## src/pli_pkg.sv

```systemverilog
// ----------------------------------------------------------------------------
// pli_pkg
// Shared types and constants of the piecewise linear interpolator.
// ----------------------------------------------------------------------------
package pli_pkg;

    localparam int VAL_W   = 32;
    localparam int IDX_W   = 6;
    localparam int DEPTH   = 64;
    localparam int CNT_W   = 7;
    localparam int DIFF_W  = VAL_W + 1;
    localparam int MLO_W   = 17;
    localparam int MHI_W   = DIFF_W - MLO_W;
    localparam int PROD_W  = 2 * DIFF_W;
    localparam int SUM_W   = PROD_W + 2;

    localparam logic OP_LOAD  = 1'b0;
    localparam logic OP_QUERY = 1'b1;

    localparam logic [1:0] ST_OK    = 2'd0;
    localparam logic [1:0] ST_BELOW = 2'd1;
    localparam logic [1:0] ST_ZERO  = 2'd2;
    localparam logic [1:0] ST_SAT   = 2'd3;

    typedef struct packed {
        logic                    operation;
        logic [IDX_W-1:0]        entry_index;
        logic signed [VAL_W-1:0] x_value;
        logic signed [VAL_W-1:0] y_value;
        logic                    end_of_batch;
    } t_in_item;

    typedef struct packed {
        logic signed [VAL_W-1:0] result_y;
        logic [1:0]              status;
        logic [IDX_W-1:0]        segment_index;
        logic                    batch_end;
    } t_out_item;

    typedef struct packed {
        logic              start;
        logic [PROD_W-1:0] dividend;
        logic [DIFF_W-1:0] divisor;
    } t_div_req;

endpackage

```

## src/pli_table.sv

```systemverilog
// ----------------------------------------------------------------------------
// pli_table
// Breakpoint x and y memories, one write and one registered read per cycle.
// ----------------------------------------------------------------------------
module pli_table (
    input  logic                             i_clk,
    input  logic                             i_we,
    input  logic [pli_pkg::IDX_W-1:0]        i_waddr,
    input  logic signed [pli_pkg::VAL_W-1:0] i_wx,
    input  logic signed [pli_pkg::VAL_W-1:0] i_wy,
    input  logic [pli_pkg::IDX_W-1:0]        i_raddr,
    output logic signed [pli_pkg::VAL_W-1:0] o_rx,
    output logic signed [pli_pkg::VAL_W-1:0] o_ry
);
    import pli_pkg::*;

    logic signed [VAL_W-1:0] mem_x [DEPTH];
    logic signed [VAL_W-1:0] mem_y [DEPTH];

    always_ff @(posedge i_clk) begin
        if (i_we) begin
            mem_x[i_waddr] <= i_wx;
            mem_y[i_waddr] <= i_wy;
        end
        o_rx <= mem_x[i_raddr];
        o_ry <= mem_y[i_raddr];
    end

endmodule

```

## config.mk

```make
export PLATFORM = sky130hd
export DESIGN_NAME = pli_table
export DESIGN_NICKNAME = d
export VERILOG_FILES = /design/src/pli_pkg.sv /design/src/pli_table.sv
export SDC_FILE = /design/constraint.sdc
export NUM_CORES = 2
export LEC_CHECK = 0
export BUFFER_PORTS_ARGS = -buffer_cell sky130_fd_sc_hd__buf_4
export CAP_MARGIN = 10
export CELL_PAD_IN_SITES_DETAIL_PLACEMENT = 0
export CELL_PAD_IN_SITES_GLOBAL_PLACEMENT = 1
export CORE_ASPECT_RATIO = 1.1
export CORE_UTILIZATION = 57
export CTS_CLUSTER_DIAMETER = 150
export CTS_CLUSTER_SIZE = 24
export DETAILED_ROUTE_END_ITERATION = 10
export PLACE_DENSITY = 0.75
export SLEW_MARGIN = 10
export SYNTH_ARGS = -nofsm -noshare
export SYNTH_HDL_FRONTEND = slang
export SYNTH_SLANG_ARGS = --single-unit
```

## constraint.sdc

```tcl
create_clock -name i_clk -period 5.1 [get_ports i_clk]
set_input_delay 0 -clock i_clk [delete_from_list [all_inputs] [get_ports i_clk]]
set_output_delay 0 -clock i_clk [all_outputs]
set_load 0.01 [all_outputs]
```

Word level (Yosys, flattened, before mapping)
Memory sizes are Yosys's and may differ from the RTL's. A register that Yosys moved wholly into a read port is not among the register bits.
Cells that the tools add are included.
Storage, ports and cells
  output and inout port bits: 64
  input bits: 78
  word-level logic and storage cells: 4
  memory bits (writable): 4096
  bits in registers: 0
  memories: 2
Memories
  mem_x: words 64, bits a word 32, read ports 1, clocked after memory_dff 1, wr ports 1, RTL line pli_table.sv:17  | logic signed [VAL_W-1:0] mem_x [DEPTH];
  mem_y: words 64, bits a word 32, read ports 1, clocked after memory_dff 1, wr ports 1, RTL line pli_table.sv:18  | logic signed [VAL_W-1:0] mem_y [DEPTH];
Operators by class
  mux-type cells: 2
Operator list (number)
  $mux W1: 2

Depth between registers and ports, before layout
  depth in word-level cells: 2
  gate-level depth with buffers: 9
  depth with buffers taken out: 4

Least setup slack after synthesis
No wires, ideal clock.
  kind: input to register
  from: in i_waddr[4] (netlist bit)
  to: mem mem_x[16][0] (enable)
  setup time: 0.486 ns
  data arrival time: 3.510 ns
  setup slack: 1.104 ns
  path buffers: 2
  required time: 4.614 ns
  stages on the path: 4
  path through: clkbuf_1 -> or3b_2 -> clkbuf_1 -> nor2_1
RTL lines
  start: declaration: RTL line pli_table.sv:8  | input logic [pli_pkg::IDX_W-1:0] i_waddr,
  end: declaration: RTL line pli_table.sv:17
No word-level cell before the write port.

==> impl_metrics.env <==
export IMPL_outcome="completed"
export IMPL_r2r_cells=4
export IMPL_first_global_vias=74300
export IMPL_critPathLaunch="i_raddr[1]"
export IMPL_critical_path_class="in -> reg"
export IMPL_layout_cells_non_filler=10600
export IMPL_htreeDepth=4
export IMPL_min_period_ns=2.97
export IMPL_max_freq_ghz=0.337
export IMPL_path_max_fanout=54
export IMPL_wirelength_um=429000
export IMPL_place_congestion=0.801
export IMPL_comb_power_share_pct=5.7
export IMPL_use_met2_pct=50.1
export IMPL_worstPathRequired_ns=5.97
export IMPL_power_frac_seq_pct=64.1
export IMPL_clock_latency_ns=0.93
export IMPL_p_leak_nw=51.4
export IMPL_drc=0
export IMPL_syn_mean_instance_area_um2=24.0
export IMPL_switchingPower_mw=12.6
export IMPL_io_pins=142
export IMPL_r2r_end="o_ry[15]$_DFF_P_"
export IMPL_syn2layout_area_growth_pct=8.70
export IMPL_initial_core_util_pct=57.6
export IMPL_die_x_um=501
export IMPL_setup_viol=0
export IMPL_grt_max_degree=112
export IMPL_syn_area_um2=156000
export IMPL_ys_types=30
export IMPL_powerDensity_nw_per_um2=350
export IMPL_max_cap_viol_count=0
export IMPL_dieArea_um2=276000
export IMPL_cts_max_path_buffers=4
export IMPL_ant_nets=0
export IMPL_worstSetupStartpointType="input pin"
export IMPL_dp_cells=10100
export IMPL_ir_worst_vdd_mv=0.285
export IMPL_clk_pin_slew_ns=0.10
export IMPL_power_internal_mw=46.7
export IMPL_cts_buffers=199
export IMPL_regToRegSetupSlack_ns=3.02
export IMPL_dr_pass1_iters=6
export IMPL_use_met1_pct=44.8
export IMPL_track_usage_pct=31.4
export IMPL_worstSetupEndpoint="o_ry[13]$_DFF_P_"
export IMPL_hp_class="in -> reg"
export IMPL_power_mw=59.2
export IMPL_vias=75600
export IMPL_synth_top_cell_area_share_pct=78.9
export IMPL_clockPowerShare_pct=30.2
export IMPL_met3_usage_pct=6.53
export IMPL_worst_pin_slew_ns=1.31
export IMPL_grt_busiest_layer="met2"
export IMPL_antenna_found_initial=21
export IMPL_cp_end_kind="flop"
export IMPL_yosys_top_cells_count="edfxtp_1, mux4_2, a22oi_1, clkbuf_1, buf_2"
export IMPL_drt_iter0_drc=11700
export IMPL_layout_nets=6862
export IMPL_slew_headroom_pct=12.5
export IMPL_post_route_util_pct=62.6
export IMPL_synthCells=6505
export IMPL_cts_tree="yes"
export IMPL_wire_per_inst_um=40.5
export IMPL_syn_nets=6583
export IMPL_hold_start="i_wy[22]"
export IMPL_cp_arrival_ns=3.83
export IMPL_clkSinkCount=4160
export IMPL_synth_area_top_cells="edfxtp_1, mux4_2, a22oi_1, dfxtp_1, mux2i_1"
export IMPL_rr_startpoint="mem_y[63][15]$_DFFE_PP_"
export IMPL_synth_seq_cells=4160
export IMPL_ys_warn_count=0
export IMPL_slew_violations=0
export IMPL_fillCellCount=18100
export IMPL_fin_setup_tns_ns=0
export IMPL_viasPerCell=7.15
export IMPL_rsz0062_at_grt="false"
export IMPL_synthArstFlopShare_pct=0
export IMPL_grt_pass1_wl_um=593000
export IMPL_drive_above_1_share_pct=24.4
export IMPL_dpl_hpwl_um=230000
export IMPL_portBuffers=141
export IMPL_core_area_um2=271000
export IMPL_hold_viol_final=0
export IMPL_cts_root_buf="clkbuf_16"
export IMPL_finClkSkew_ns=0.0411
export IMPL_ys_seq_area_share_pct=79.7
export IMPL_grt_overflow_total=0
export IMPL_finalCritPeriodShare_pct=58.2
export IMPL_hold_ws_ns=0.154
export IMPL_synth_top_area_cell="edfxtp_1"
export IMPL_synthFlopType="edfxtp_1"
export IMPL_dieHeight_um=550
export IMPL_synth_most_common_cell="edfxtp_1"
export IMPL_num_rows=200
export IMPL_synth_edf_count=4096
export IMPL_swShare_pct=21.3
## worst max-delay path, cell delays in order
cell           delay [ns]
dlygate4sd3_1        0.58
buf_8                0.49
nand2b_4             1.02
buf_4                0.38
o221ai_1             0.13
a21oi_1              0.88
o211a_1              0.22
## stage by stage
stage	instance area, um2	setup WS, ns
4_1_cts	169000	2.23
3_5_place_dp	163000	1.86
2_1_floorplan	156000	1.10
3_3_place_gp	163000	1.81
6_report	169000	2.13
5_1_grt	169000	2.23
## layout by cell type (no fill, tap or decap), drive strengths merged
cell type | synthesis | final
a211oi | 63 | 63
a21oi | 25 | 25
a221oi | 1 | 1
a22oi | 256 | 256
and2 | 3 | 3
buf | 236 | 378
clkbuf | 141 | 349
clkinv | 0 | 2
dfxtp | 64 | 64
diode | 0 | 8
dlygate4sd3 | 0 | 77
edfxtp | 4096 | 4096
inv | 1 | 3
mux2i | 90 | 90
mux4 | 1024 | 1024
nand2 | 7 | 7
nand2b | 4 | 4
nand3 | 133 | 133
nand3b | 4 | 4
nand4 | 1 | 1
nor2 | 110 | 110
nor2b | 7 | 7
o211a | 64 | 64
o221ai | 64 | 64
o22ai | 102 | 102
or2 | 2 | 2
or3 | 3 | 3
or3b | 4 | 4
## logic make-up (layout without fill, tap and decap cells)
family	count (synthesis)	in the layout	share of synthesized area, %
mux	1114	1114	15.4
other cells	0	8	0
compound gates	575	575	2.80
simple gates	278	278	0.831
flops	4160	4160	79.7
buf+inv	378	809	1.24
## routing by layer
layer	part of all wire (%)	vias up	wire length, um
met5	0.035	-	148
met4	2.9	14	12500
met3	12	639	50600
met2	49	4930	209000
met1	36	41400	156000
li1	-	28600	-
## cell type report
cell class              count  area [um2]  area share [%]
clock buffers             349        5650            3.33
flip-flops and latches   4160      124000            73.4
repair buffers            455        4660            2.75
diodes                      8        20.0          0.0118
inverters                   1        5.00         0.00295
clock inverters             4        50.0          0.0295
multi-input cells        1967       30200            17.8
well taps                3636        4550            2.69
## repair_timing
action	4_1_cts	5_1_grt
endpoints found under the setup margin	0	0
gates resized for setup	0	0
hold endpoints to repair	4214	0
setup buffers	0	0
hold buffers	77	0
## power groups by stage
stage | sequential (mW) | clock [mW] | combinational, mW
3_3_place_gp | 38.7 | 0 | 3.29
5_1_grt | 38.0 | 19.1 | 3.56
4_1_cts | 38.0 | 18.0 | 3.41
6_report | 38.0 | 17.9 | 3.40
3_5_place_dp | 38.8 | 0 | 3.36
2_1_floorplan | 38.7 | 0 | 1.75
## worst min path at each step
stage	slack, ns	endpoint	cells after the start
5_1_grt	0.16	mem_y[61][10]$_DFFE_PP_	2
4_1_cts	0.12	mem_y[57][2]$_DFFE_PP_	2
2_1_floorplan	0.1	mem_x[0][0]$_DFFE_PP_	0
3_5_place_dp	0.40	o_ry[20]	1
6_report	0.15	mem_y[45][22]$_DFFE_PP_	2
3_3_place_gp	0.40	o_ry[20]	1
## registers in the layout, indices dropped and copies added (netlist names)
| register | count |
|---|---|
| mem_x | 2048 |
| mem_y | 2048 |
| o_ry | 32 |
| o_rx | 32 |
Power figures use the tool's default switching activity.
