### src/pli_pkg.sv
// ----------------------------------------------------------------------------
// pli_pkg
// Shared types and constants of the piecewise linear interpolator.
// ----------------------------------------------------------------------------
package pli_pkg;

    localparam int VAL_W   = 32;
    localparam int IDX_W   = 6;
    localparam int DEPTH   = 64;
    localparam int CNT_W   = 7;
    localparam int DIFF_W  = VAL_W + 1;
    localparam int MLO_W   = 17;
    localparam int MHI_W   = DIFF_W - MLO_W;
    localparam int PROD_W  = 2 * DIFF_W;
    localparam int SUM_W   = PROD_W + 2;

    localparam logic OP_LOAD  = 1'b0;
    localparam logic OP_QUERY = 1'b1;

    localparam logic [1:0] ST_OK    = 2'd0;
    localparam logic [1:0] ST_BELOW = 2'd1;
    localparam logic [1:0] ST_ZERO  = 2'd2;
    localparam logic [1:0] ST_SAT   = 2'd3;

    typedef struct packed {
        logic                    operation;
        logic [IDX_W-1:0]        entry_index;
        logic signed [VAL_W-1:0] x_value;
        logic signed [VAL_W-1:0] y_value;
        logic                    end_of_batch;
    } t_in_item;

    typedef struct packed {
        logic signed [VAL_W-1:0] result_y;
        logic [1:0]              status;
        logic [IDX_W-1:0]        segment_index;
        logic                    batch_end;
    } t_out_item;

    typedef struct packed {
        logic              start;
        logic [PROD_W-1:0] dividend;
        logic [DIFF_W-1:0] divisor;
    } t_div_req;

endpackage

### src/pli_divider.sv
// ----------------------------------------------------------------------------
// pli_divider
// Restoring unsigned divider, one quotient bit per cycle.
// ----------------------------------------------------------------------------
module pli_divider (
    input  logic                        i_clk,
    input  logic                        i_rst_n,
    input  pli_pkg::t_div_req           i_req,
    output logic                        o_done,
    output logic [pli_pkg::PROD_W-1:0]  o_quotient
);
    import pli_pkg::*;

    localparam int STEP_W = $clog2(PROD_W + 1);

    logic              r_busy;
    logic [STEP_W-1:0] r_cnt;
    logic [DIFF_W-1:0] r_rem;
    logic [PROD_W-1:0] r_quo;
    logic [DIFF_W-1:0] r_dvs;
    logic              r_done;

    logic [DIFF_W:0]   rem_sh;
    logic              ge;
    logic [DIFF_W:0]   rem_sub;

    always_comb begin
        rem_sh  = {r_rem, r_quo[PROD_W-1]};
        ge      = rem_sh >= {1'b0, r_dvs};
        rem_sub = rem_sh - {1'b0, r_dvs};
    end

    always_ff @(posedge i_clk) begin
        if (!i_rst_n) begin
            r_busy <= 1'b0;
            r_done <= 1'b0;
            r_cnt  <= '0;
        end else begin
            r_done <= 1'b0;
            if (i_req.start) begin
                r_busy <= 1'b1;
                r_cnt  <= STEP_W'(PROD_W);
                r_rem  <= '0;
                r_quo  <= i_req.dividend;
                r_dvs  <= i_req.divisor;
            end else if (r_busy) begin
                r_rem <= ge ? rem_sub[DIFF_W-1:0] : rem_sh[DIFF_W-1:0];
                r_quo <= {r_quo[PROD_W-2:0], ge};
                r_cnt <= r_cnt - 1'b1;
                if (r_cnt == STEP_W'(1)) begin
                    r_busy <= 1'b0;
                    r_done <= 1'b1;
                end
            end
        end
    end

    assign o_done     = r_done;
    assign o_quotient = r_quo;

endmodule

### config.mk
export PLATFORM = sky130hd
export DESIGN_NAME = pli_divider
export DESIGN_NICKNAME = d
export VERILOG_FILES = /design/src/pli_pkg.sv /design/src/pli_divider.sv
export SDC_FILE = /design/constraint.sdc
export NUM_CORES = 1
export LEC_CHECK = 0
export ABC_AREA = 1
export BUFFER_PORTS_ARGS = -buffer_cell sky130_fd_sc_hd__buf_2
export CORE_MARGIN = 2
export CORE_UTILIZATION = 56
export CTS_BUF_LIST = sky130_fd_sc_hd__clkbuf_8 sky130_fd_sc_hd__clkbuf_16
export DETAILED_ROUTE_END_ITERATION = 10
export PLACE_DENSITY = 0.81
export RECOVER_POWER = 50
export SKIP_CTS_REPAIR_TIMING = 1
export SYNTH_ARGS = -nofsm -noshare
export SYNTH_HDL_FRONTEND = slang
export SYNTH_SLANG_ARGS = --single-unit
### constraint.sdc
create_clock -name i_clk -period 4.2 [get_ports i_clk]
set_clock_uncertainty 0.15 [all_clocks]
set_input_delay 0.63 -clock i_clk [delete_from_list [all_inputs] [get_ports i_clk]]
set_output_delay 0.63 -clock i_clk [all_outputs]
set_load 0.005 [all_outputs]
Word-level counts from Yosys, hierarchy flattened
Cells that the tools add are included.
{"block": "classes", "n_addsub": 2, "magnitude_cmp": 1, "n_eq_ne": 1, "mux": 10, "n_bitwise": 2, "n_reduce_logical": 5}
{"cell": "66-bit two-way mux", "n": 2}
{"cell": "33-bit two-way mux", "n": 2}
{"cell": "34-bit by 33-bit greater-or-equal comparator with 1-bit output", "n": 1}
{"cell": "33-bit subtractor", "n": 1}
{"cell": "7-bit two-way mux", "n": 2}
{"cell": "7-bit by 1-bit equality test with 1-bit output (second input constant)", "n": 1}
{"cell": "7-bit by 1-bit subtractor with 7-bit output (second input constant)", "n": 1}
{"cell": "1-bit two-way mux", "n": 4}
{"cell": "2-bit AND reduction", "n": 2}
{"cell": "3-bit OR reduction", "n": 1}
{"cell": "1-bit inverter", "n": 2}
{"cell": "2-bit nonzero test", "n": 1}
{"cell": "2-bit OR reduction", "n": 1}
{"block": "word_totals", "register_bits": 141, "inputBits": 102, "output_inout_bits": 67, "wordCells": 28}

Logic depth before layout (Yosys ltp)
Gate-level depths: netlist of run 1.
{"block": "depth", "word_depth": 4, "mapped_depth": 16, "depth_no_buf": 16}

Worst setup path after synthesis of run 1
Ideal clock, no wire load.
{"block": "synth_timing", "kind": "input port to flip-flop", "start": "input port i_req[99] in the netlist's numbering", "end": "register r_quo[0], in the netlist o_quotient[0] (enable)", "arrival_ps": 3098, "required_time_ps": 3589, "path_slack_ps": 490, "path_stages": 3, "path_cell_list": "clkbuf_1 nand2_1 nand2_1"}
{"block": "synth_via", "elab_chain_len": 2}
{"element": "from (decl)", "line_no": "pli_divider.sv:8", "source": "input pli_pkg::t_div_req i_req,"}
{"element": "2-bit nonzero test (no source line)"}
{"element": "2-bit AND reduction (no source line)"}
{"element": "to (signal assigned)", "line_no": "pli_divider.sv:44", "source": "r_quo <= i_req.dividend;"}
{"element": "to (signal assigned)", "line_no": "pli_divider.sv:48", "source": "r_quo <= {r_quo[PROD_W-2:0], ge};"}
{"element": "to (decl)", "line_no": "pli_divider.sv:19", "source": "logic [PROD_W-1:0] r_quo;"}
Every way passes these cells.
A chain may end at the register's enable or synchronous reset.

Final worst setup path of run 1
{"block": "layout_timing", "start": "input port i_req[99] in the netlist's numbering", "end": "register r_quo[17], in the netlist o_quotient[17] (enable)"}
The elaborated chain is that of the path after synthesis.

==> summary.md, run 1 <==
| Metric | Value |
|---|---|
| Critical path peak fanout | `50` |
| Worst path max stage delay | `1570 ps` |
| VDD IR max | `0.370 mV` |
| Crit end category | `flop` |
| Synth cell types | `36` |
| Antenna viol nets, final | `0` |
| Slowest stage cell, crit path | `nand2_1` |
| Clock power frac | `0.323` |
| Largest net degree at the start of global routing | `68` |
| Fin area | `0.0103 sq mm` |
| Vias post-DR | `7619` |
| Area delta synth->final | `17.5%` |
| Final worst path period share | `0.769` |
| Die width | `129 um` |
| Post-synth top flop | `edfxtp_1` |
| DP Cell Count | `1505` |
| Commonest non-fill, non-tap cell in the layout | `nand2_1` |
| CTS Buffer Depth | `2` |
| Pwr Density | `438 mW/mm^2` |
| Post-Syn Instances | `1147` |
| Root Buffer | `clkbuf_16` |
| Crit Path Class | `in -> reg` |
| Die area | `0.0166 sq mm` |
| Top Family by Delay on Critical Path | `simple AND/OR/NAND/NOR gates` |
| Asr flop ratio synth | `0` |
| Fin. Hold Viols | `0` |
| Buf/Inv on CP | `2` |
| CTS tree | `built` |
| Status | `finished, violations left` |
| Final Net Count | `1451` |
| Final Total Pwr | `0.00450 W` |
| Rel. slew slack | `-0.855` |
| Reg power frac | `0.399` |
| Worst hold path class | `in -> reg` |
| Drc violations | `0` |
| P_sw | `0.00151 W` |
| # clock sinks | `141` |
| Violated checks | `capacitance limit, slew limit` |
| Post-Syn Nets | `1285` |
| Most used cell, CP | `nand2_1` |
| Worst Hold Depth | `1` |
| Worst-margin pin slew | `2780 ps` |
| Clk_lat worst skew | `430 ps` |
| Net Sw Frac | `0.336` |
| Min-delay src | `i_req[8]` |
| Pint | `0.00299 W` |
| Clock Pin Slew Worst Setup and Hold Paths | `60 ps` |
| Core area | `0.0153 sq mm` |
| CTS Buf Count | `17` |
| # H-tree levels | `4` |
| R2r endpoint | `o_quotient[17]` |
| Hold Path End | `r_dvs[8]` |
| FF-to-FF path depth | `3` |
| WL/cell | `14.3 um` |
| F_max | `310 MHz` |
| First-pass GRT wire length | `35400 um` |
| GRT Residual Overflow | `0` |
| TNS Setup | `0 ps` |
| Post-synth EDFFs | `132` |
| Most frequent cells in the layout | `nand2_1, inv_1, buf_2` |
| Vias in the first global route | `7198` |
| Setup-failing EPs final | `0` |
| WP data arrival | `3170 ps` |
| Initial Utilization | `0.573` |
| Share of layout cells above drive strength 1 | `0.160` |
| Row count | `45` |
| DR pass1 iterations | `5` |
| Synthesized area | `0.00875 sq mm` |
| Comb pwr share | `0.278` |
| Syn_area_per_cell | `7.63 sq um` |
| Num ports | `169` |
| Final Slew Violations | `119` |
| DR iter-0 viols | `567` |
| R2R setup slack | `1080 ps` |
| Seq/Total Area, Yosys | `0.474` |
| Worst endpoint required time | `4140 ps` |
| Gr usage total | `0.276` |
| Syn. warnings | `0` |
| Critical path cell sequence | `clkbuf_1 -> nand2_1 -> nand2_1 -> buf_4` |
| I/O Buffers | `168` |
| Fin crit period | `3230 ps` |
| Lkg Pwr | `5.39 nW` |
| Die height | `129 um` |
| Routability cong. | `1.01` |
| Initial antenna violation count | `1` |
| Max_cap viols | `2` |
| Reg-to-Reg Start | `r_busy` |
| RSZ-0062 raised after global routing | `no` |
| Total wire length | `22000 um` |
| Placed cell area | `0.00976 sq mm` |
| Post-DP HPWL | `16100 um` |
| Diode count | `0` |
| Via/cell ratio | `4.96` |
| Non-filler cells, final | `1537` |
| Worst setup SP type | `input pin` |
| Seq cells post-synth | `141` |
==> cells by family after synthesis <==
family                   synth area share
flip-flops                          0.474
AO/OA/AOI/OAI                      0.0200
buffers and inverters              0.0944
AND/OR/NAND/NOR                     0.344
XOR/XNOR                           0.0160
adder cells (fa/ha/maj)            0.0523
==> worst max path at each step <==
stage / start / endpoint / slack [ps] / depth (start not counted)
4_1_cts: o_quotient[65] / r_rem[2] / 1480 / 13
3_3_place_gp: o_quotient[65] / r_rem[2] / 1520 / 13
3_5_place_dp: o_quotient[65] / r_rem[2] / 1500 / 13
2_1_floorplan: i_req[99] / o_quotient[0] / 490 / 3
5_1_grt: i_req[99] / o_quotient[18] / 660 / 4
6_report: i_req[99] / o_quotient[17] / 970 / 4
==> cell type report <==
type	count	area, sq um
fill	1319	4980
sequential	141	4140
multi-input combinational	803	3780
timing repair buffer	173	856
inverter	177	674
clock buffer	17	425
tap	211	264
clock inverter	15	135
==> cells in the mapped netlist, types with 2 or more instances <==
master	instances	share of area
dfxtp_1	9	0.021
o21ai_0	3	0.0017
buf_6	6	0.0077
a21oi_1	24	0.014
ha_1	35	0.050
nand2_1	503	0.22
inv_2	2	0.00086
and2_1	11	0.0079
nor2_2	15	0.011
a21o_1	2	0.0017
nor3_1	9	0.0051
nand3b_1	28	0.024
nand3_2	2	0.0023
nand2_2	8	0.0057
nand3_1	31	0.018
buf_2	4	0.0023
edfxtp_1	132	0.45
clkbuf_1	14	0.0060
inv_1	173	0.074
xor2_1	15	0.015
nand4_1	4	0.0029
nor2_1	103	0.044
==> flip-flops by register name, indices dropped and copies added, names as in the netlist <==
register and count:
o_done 1, o_quotient 66, r_busy 1, r_cnt 7
r_dvs 33, r_rem 33
==> per-layer routing <==
metal | routed length, um | vias to the layer above | track usage
met5 | 0 | - | 0
met1 | 8870 | 3424 | 0.336
met2 | 10800 | 274 | 0.472
met3 | 1750 | 39 | 0.0769
met4 | 624 | 0 | 0.0991
li1 | - | 3882 | -
==> power by group through the flow <==
| stage | Combinational (W) | Clock (W) | Sequential (W) |
|---|---|---|---|
| 3_5_place_dp | 0.00124 | 0 | 0.00182 |
| 2_1_floorplan | 0.000900 | 0 | 0.00181 |
| 4_1_cts | 0.00125 | 0.00146 | 0.00179 |
| 5_1_grt | 0.00141 | 0.00153 | 0.00181 |
| 6_report | 0.00125 | 0.00145 | 0.00180 |
| 3_3_place_gp | 0.00121 | 0 | 0.00182 |
==> through the flow <==
step	util	hold slack [ps]	setup slack, ps
detailed placement	0.640	301	1500
finish	0.674	226	970
CTS	0.676	215	1480
global placement	0.640	298	1520
floorplan	-	285	490
global route	0.674	212	663
Note: power is estimated with default switching activity, not from simulation.
==> inputs of run 2 (changes only) <==
- ABC_AREA: 1 -> 0
- CORE_UTILIZATION: 56 -> 55
- clock period: 4.2 -> 3.26 ns (I/O delays scaled with it)
==> summary.md, run 2 <==
| Metric | Value |
|---|---|
| I/O Buffers | `168 (unchanged)` |
| Reg-to-Reg Start | `r_rem[3]` |
| Hold Path End | `r_dvs[21]` |
| Die width | `123 um (-4.5%)` |
| DR iter-0 viols | `505 (-11%)` |
| Min-delay src | `i_req[21]` |
| Asr flop ratio synth | `0 (unchanged)` |
| Setup-failing EPs final | `0 (unchanged)` |
| Worst setup SP type | `flop` |
| CTS Buffer Depth | `2 (unchanged)` |
| Total wire length | `19700 um (-10%)` |
| Commonest non-fill, non-tap cell in the layout | `buf_2` |
| R2R setup slack | `120 ps (-960 ps)` |
| Final worst path period share | `0.964` |
| Worst Hold Depth | `1 (unchanged)` |
| Crit end category | `flop` |
| Routability cong. | `0.960 (-5.1%)` |
| Vias in the first global route | `6277 (-13%)` |
| Row count | `43 (-4.4%)` |
| Most frequent cells in the layout | `buf_2, edfxtp_1, mux2_2` |
| Seq/Total Area, Yosys | `0.531 (+0.0572)` |
| Worst endpoint required time | `3280 ps (-860 ps)` |
| Synth top area cells | `edfxtp_1, mux2_2, ha_1` |
| Share of layout cells above drive strength 1 | `0.319 (+0.159)` |
| Seq cells post-synth | `141 (unchanged)` |
| DR pass1 iterations | `5 (unchanged)` |
| First-pass GRT wire length | `30800 um (-13%)` |
| Most frequent cells after synthesis | `edfxtp_1, mux2_2, a21oi_1, inv_1, ha_1` |
| Post-Syn Nets | `805 (-37%)` |
| DP Cell Count | `1001 (-33%)` |
| F_max | `318 MHz` |
| Violated checks | `capacitance limit, slew limit` |
| Largest net degree at the start of global routing | `63 (-7.4%)` |
| Final Net Count | `982 (-32%)` |
| # H-tree levels | `4 (unchanged)` |
| # clock sinks | `141 (unchanged)` |
| Num ports | `169 (unchanged)` |
| Top-area cell type share of the netlist area | `0.508 (+0.0547)` |
| Lkg Pwr | `3.85 nW (-29%)` |
| Post-synth EDFFs | `132 (unchanged)` |
| Die height | `123 um (-4.5%)` |
| Rel. slew slack | `-0.264 (+0.592)` |
| Final Slew Violations | `39 (-67%)` |
| Clk_lat worst skew | `430 ps (about the same)` |
| Worst-margin pin slew | `1900 ps (-887 ps)` |
| CTS tree | `built` |
| Fin. Hold Viols | `0 (unchanged)` |
| Post-DP HPWL | `14000 um (-13%)` |
| Post-synth top flop | `edfxtp_1` |
| Worst hold path class | `in -> reg` |
| Fin crit period | `3140 ps` |
| Die area | `0.0152 sq mm (-8.9%)` |
| FF-to-FF path depth | `10 (+7)` |
| Initial antenna violation count | `1 (unchanged)` |
| Clock Pin Slew Worst Setup and Hold Paths | `60 ps (about the same)` |
| Synthesized area | `0.00781 sq mm (-11%)` |
| Pwr Density | `569 mW/mm^2 (+30%)` |
| Vias post-DR | `6162 (-19%)` |
| WP data arrival | `3170 ps (about the same)` |
| Status | `finished, violations left` |
| Initial Utilization | `0.562 (-0.0111)` |
| Diode count | `0 (unchanged)` |
| CTS Buf Count | `17 (unchanged)` |
| Synth cell types | `67 (+86%)` |
| Antenna viol nets, final | `0 (unchanged)` |
| Critical path peak fanout | `5 (-90%)` |
| Root Buffer | `clkbuf_16` |
| Syn_area_per_cell | `11.7 sq um (+53%)` |
| Synth area leader | `edfxtp_1` |
| Largest register FFs | `66 (unchanged)` |
| GRT Residual Overflow | `0 (unchanged)` |
| Max_cap viols | `1 (-1)` |
| Core area | `0.0139 sq mm (-9.0%)` |
| VDD IR max | `0.383 mV (+3.5%)` |
| Non-filler cells, final | `1037 (-33%)` |
| Crit Path Class | `reg -> reg` |
| Drc violations | `0 (unchanged)` |
| Gr usage total | `0.265 (-0.0116)` |
| TNS Setup | `0 ps (unchanged)` |
| Area delta synth->final | `22.1%` |
| WL/cell | `19.0 um (+33%)` |
| Post-Syn Instances | `667 (-42%)` |
| Via/cell ratio | `5.94 (+20%)` |
| Cell with the most instances after synthesis | `edfxtp_1` |
| Syn. warnings | `0 (unchanged)` |
| R2r endpoint | `r_rem[25]` |
## run 2: cell types whose count changed after synthesis, moves of 14 or more
| cell | change |
|---|---|
| a21o_1 | +14 |
| a21oi_1 | +25 |
| inv_1 | -128 |
| mux2_2 | +66 |
| nand2_1 | -469 |
| nand3b_1 | -27 |
| nor2_1 | -78 |
| nor2_2 | -15 |
| o21ai_1 | +16 |
| xnor2_1 | +14 |
## run 2: worst max-delay path, cell delays in order, from the launching register on
cell and delay [ps]:
edfxtp_1 400, ha_1 420, a21o_1 220, a31oi_1 250, a21oi_1 180, nor4b_2 420, buf_4 200, nor2_1 80
a211oi_1 250, xor2_1 220, o22ai_1 100
## run 2: area by class of cell
| cell class | count | area (sq um) |
|---|---|---|
| clock inverters | 14 | 159 |
| flip-flops and latches | 141 | 4140 |
| multi-input cells | 447 | 3370 |
| well taps | 180 | 225 |
| repair buffers | 192 | 1020 |
| inverters | 45 | 169 |
| clock buffers | 18 | 439 |
| fillers | 1016 | 4350 |
## run 2: cell families after synthesis
group	count (synthesis)	synth area share
XOR/XNOR	29	0.0325
buffers and inverters	79	0.0415
multiplexers	67	0.0965
adder cells (fa/ha/maj)	36	0.0587
flip-flops	141	0.531
AND/OR/NAND/NOR	150	0.0991
AO/OA/AOI/OAI	165	0.141
## run 2: how the worst max path moves through the flow
stage / slack [ps] / endpoint / start / depth (start not counted)
floorplan: 250 / r_rem[26] / o_quotient[65] / 14
global route: -20 / r_rem[30] / r_rem[20] / 9
detailed placement: 110 / r_rem[23] / o_quotient[65] / 13
global placement: 160 / r_rem[25] / r_rem[3] / 10
CTS: 90 / r_rem[23] / o_quotient[65] / 13
finish: 120 / r_rem[25] / r_rem[3] / 10
## run 2: layer usage
metal  GRT usage  vias to the layer above  part of all wire
met5           0                        -           0.00066
met4       0.107                        2             0.029
met3      0.0918                       42             0.095
met2       0.451                      301              0.51
met1       0.304                     2942              0.37
li1            -                     2875                 -
## run 2: power by group
part	switching, W	internal (W)	leakage [nW]
Combinational	0.000681	0.000524	2.22
Clock	0.000813	0.00116	0.293
Sequential	0.0000729	0.00217	1.33
Total	0.00157	0.00385	3.85
## run 2: per-stage QoR
step	hold slack, ps	area [sq um]	utilization	total power (W)	setup WS [ps]
2_1_floorplan	357	7810	-	0.00308	246
3_3_place_gp	375	8890	0.640	0.00340	157
3_5_place_dp	392	8890	0.640	0.00344	114
4_1_cts	68.5	9490	0.684	0.00542	90.3
5_1_grt	70.5	9530	0.686	0.00563	-21.5
6_report	84.9	9530	0.686	0.00542	119
==> inputs of run 3 (changes only) <==
- CORE_ASPECT_RATIO: default -> 0.6
- CORE_UTILIZATION: 55 -> 59
- PLACE_DENSITY: 0.81 -> 0.86
- clock period: 3.26 -> 3.64 ns (I/O delays scaled with it)
==> summary.md, run 3 (same netlist as run 2, synthesis figures left out) <==
| Metric | Value |
|---|---|
| Largest register FFs | `66 (unchanged)` |
| # H-tree levels | `4 (unchanged)` |
| Clock Pin Slew Worst Setup and Hold Paths | `70 ps (about the same)` |
| Die width | `152 um (+24%)` |
| Post-DP HPWL | `14900 um (+6.3%)` |
| Die height | `93.1 um (-24%)` |
| Slowest stage cell, crit path | `a2111o_1` |
| Initial antenna violation count | `0 (-1)` |
| Commonest non-fill, non-tap cell in the layout | `edfxtp_1` |
| Fin crit period | `3450 ps (+312 ps)` |
| Routability cong. | `1.07 (+12%)` |
| CTS tree | `built` |
| Setup-failing EPs final | `0 (unchanged)` |
| CTS Buf Count | `17 (unchanged)` |
| Initial Utilization | `0.605 (+0.0431)` |
| Most frequent cells in the layout | `edfxtp_1, buf_2, mux2_2` |
| I/O Buffers | `168 (unchanged)` |
| Final Total Pwr | `0.00481 W (-11%)` |
| Status | `completed` |
| Rel. slew slack | `0.0849 (+0.349)` |
| Final hold slack | `139 ps (+54.5 ps)` |
| Worst endpoint required time | `3710 ps (+430 ps)` |
| Comb pwr share | `0.230 (+0.008)` |
| Lkg Pwr | `3.77 nW (-1.9%)` |
| Worst hold path class | `in -> reg` |
| Worst-margin pin slew | `1370 ps (-523 ps)` |
| GRT Residual Overflow | `0 (unchanged)` |
| Critical path cell sequence | `inv_1 -> ha_1 -> inv_1 -> fa_1 -> a21oi_2 -> nand4b_4 -> a2111o_1 -> a31o_1 -> a21oi_4 -> o31a_1 -> buf_4 -> nor3_1 -> a211oi_1` |
| Critical path peak fanout | `16 (+11)` |
| Gr usage total | `0.298 (+0.0334)` |
| RSZ-0062 raised after global routing | `no` |
| Worst path max stage delay | `450 ps (+30 ps)` |
| WL/cell | `20.8 um (+9.6%)` |
| F_max | `290 MHz (-9.0%)` |
| Final worst path period share | `0.949 (-0.0148)` |
| Die area | `0.0142 sq mm (-6.4%)` |
| Worst setup SP type | `flop` |
| Clock power frac | `0.353 (-0.012)` |
| Root Buffer | `clkbuf_16` |
| Vias post-DR | `6440 (+4.5%)` |
| Core area | `0.0129 sq mm (-7.1%)` |
| DR pass1 iterations | `6 (+1)` |
| WP data arrival | `3520 ps (+350 ps)` |
| VDD IR max | `0.347 mV (-9.2%)` |
| Pwr Density | `512 mW/mm^2 (-10%)` |
| Row count | `32 (-26%)` |
| Via/cell ratio | `6.30 (+5.9%)` |
| TNS Setup | `0 ps (unchanged)` |
| # clock sinks | `141 (unchanged)` |
| Vias in the first global route | `6312 (+0.56%)` |
| Crit Path Class | `reg -> reg` |
| Final Slew Violations | `0 (-100%)` |
| Clk_lat worst skew | `430 ps (about the same)` |
| Most used cell, CP | `inv_1` |
| Fin. Hold Viols | `0 (unchanged)` |
| Num ports | `169 (unchanged)` |
| Reg power frac | `0.417 (+0.004)` |
| First-pass GRT wire length | `33100 um (+7.4%)` |
| Share of layout cells above drive strength 1 | `0.294 (-0.0243)` |
| Drc violations | `0 (unchanged)` |
| Largest net degree at the start of global routing | `53 (-16%)` |
| Total wire length | `21300 um (+8.1%)` |
| DR iter-0 viols | `718 (+42%)` |
| Final Net Count | `978 (-0.41%)` |
| CTS Buffer Depth | `2 (unchanged)` |
| Diode count | `0 (unchanged)` |
| Crit end category | `flop` |
| Area delta synth->final | `20.3%` |
| P_sw | `0.00150 W (-4.1%)` |
| Net Sw Frac | `0.313 (+0.0235)` |
| Pint | `0.00331 W (-14%)` |
| Antenna viol nets, final | `0 (unchanged)` |
| Max_cap viols | `0 (-1)` |
run 3: cell types whose count changed in the layout (fill, tap and decap cells not counted), moves of 2 or more:
cell	change
buf_2	-14
inv_8	+2
clkbuf_1	+14
clkinv_8	+2
bufinv_16	-2
run 3: metrics by stage:
| stage | std cells | cell area, sq um | utilization | setup slack, ps |
|---|---|---|---|---|
| CTS | 1021 | 9440 | 0.732 | 152 |
| global placement | 989 | 8860 | 0.687 | 433 |
| detailed placement | 989 | 8860 | 0.687 | 210 |
| global route | 1023 | 9390 | 0.728 | 21.8 |
| floorplan | 667 | 7810 | - | 626 |
| finish | 1023 | 9390 | 0.728 | 187 |
run 3: path summary, 6_finish.rpt:
check	startpoint	end	slack, ps	cells after the start
worst max-delay path	o_quotient[65]	r_rem[2]	190	13
worst min-delay path	i_req[23]	r_dvs[23]	140	1
worst max register to register	o_quotient[65]	r_rem[2]	190	13
worst min register to register	r_cnt[4]	r_cnt[4]	430	2
run 3: per-layer routing:
layer | up-vias | GRT usage | routed length [um]
li1 | 2875 | - | -
met1 | 3119 | 0.406 | 8730
met2 | 390 | 0.462 | 9970
met3 | 56 | 0.0867 | 2090
met4 | 0 | 0.104 | 505
met5 | - | 0 | 0
run 3: final cells by class:
| class | count | area, sq um |
|---|---|---|
| Multi-Input combinational cell | 447 | 3340 |
| Sequential cell | 141 | 4140 |
| Fill cell | 856 | 3500 |
| Clock inverter | 15 | 151 |
| Inverter | 45 | 169 |
| Clock buffer | 17 | 425 |
| Timing Repair Buffer | 188 | 943 |
| Tap cell | 170 | 213 |
run 3: power groups by stage:
| stage | logic, W | registers (W) | clock network, W |
|---|---|---|---|
| 4_1_cts | 0.00108 | 0.00200 | 0.00170 |
| 6_report | 0.00111 | 0.00201 | 0.00170 |
| 5_1_grt | 0.00120 | 0.00202 | 0.00176 |
| 2_1_floorplan | 0.000733 | 0.00202 | 0 |
| 3_3_place_gp | 0.00102 | 0.00203 | 0 |
| 3_5_place_dp | 0.00106 | 0.00203 | 0 |
run 3: worst max-delay path, delay by kind of cell (launching register included):
family / cells / cell delay, ps
AO/OA/AOI/OAI: 6 / 1590
adder cells (fa/ha/maj): 2 / 440
buffers and inverters: 3 / 420
flip-flops: 1 / 380
AND/OR/NAND/NOR: 2 / 290
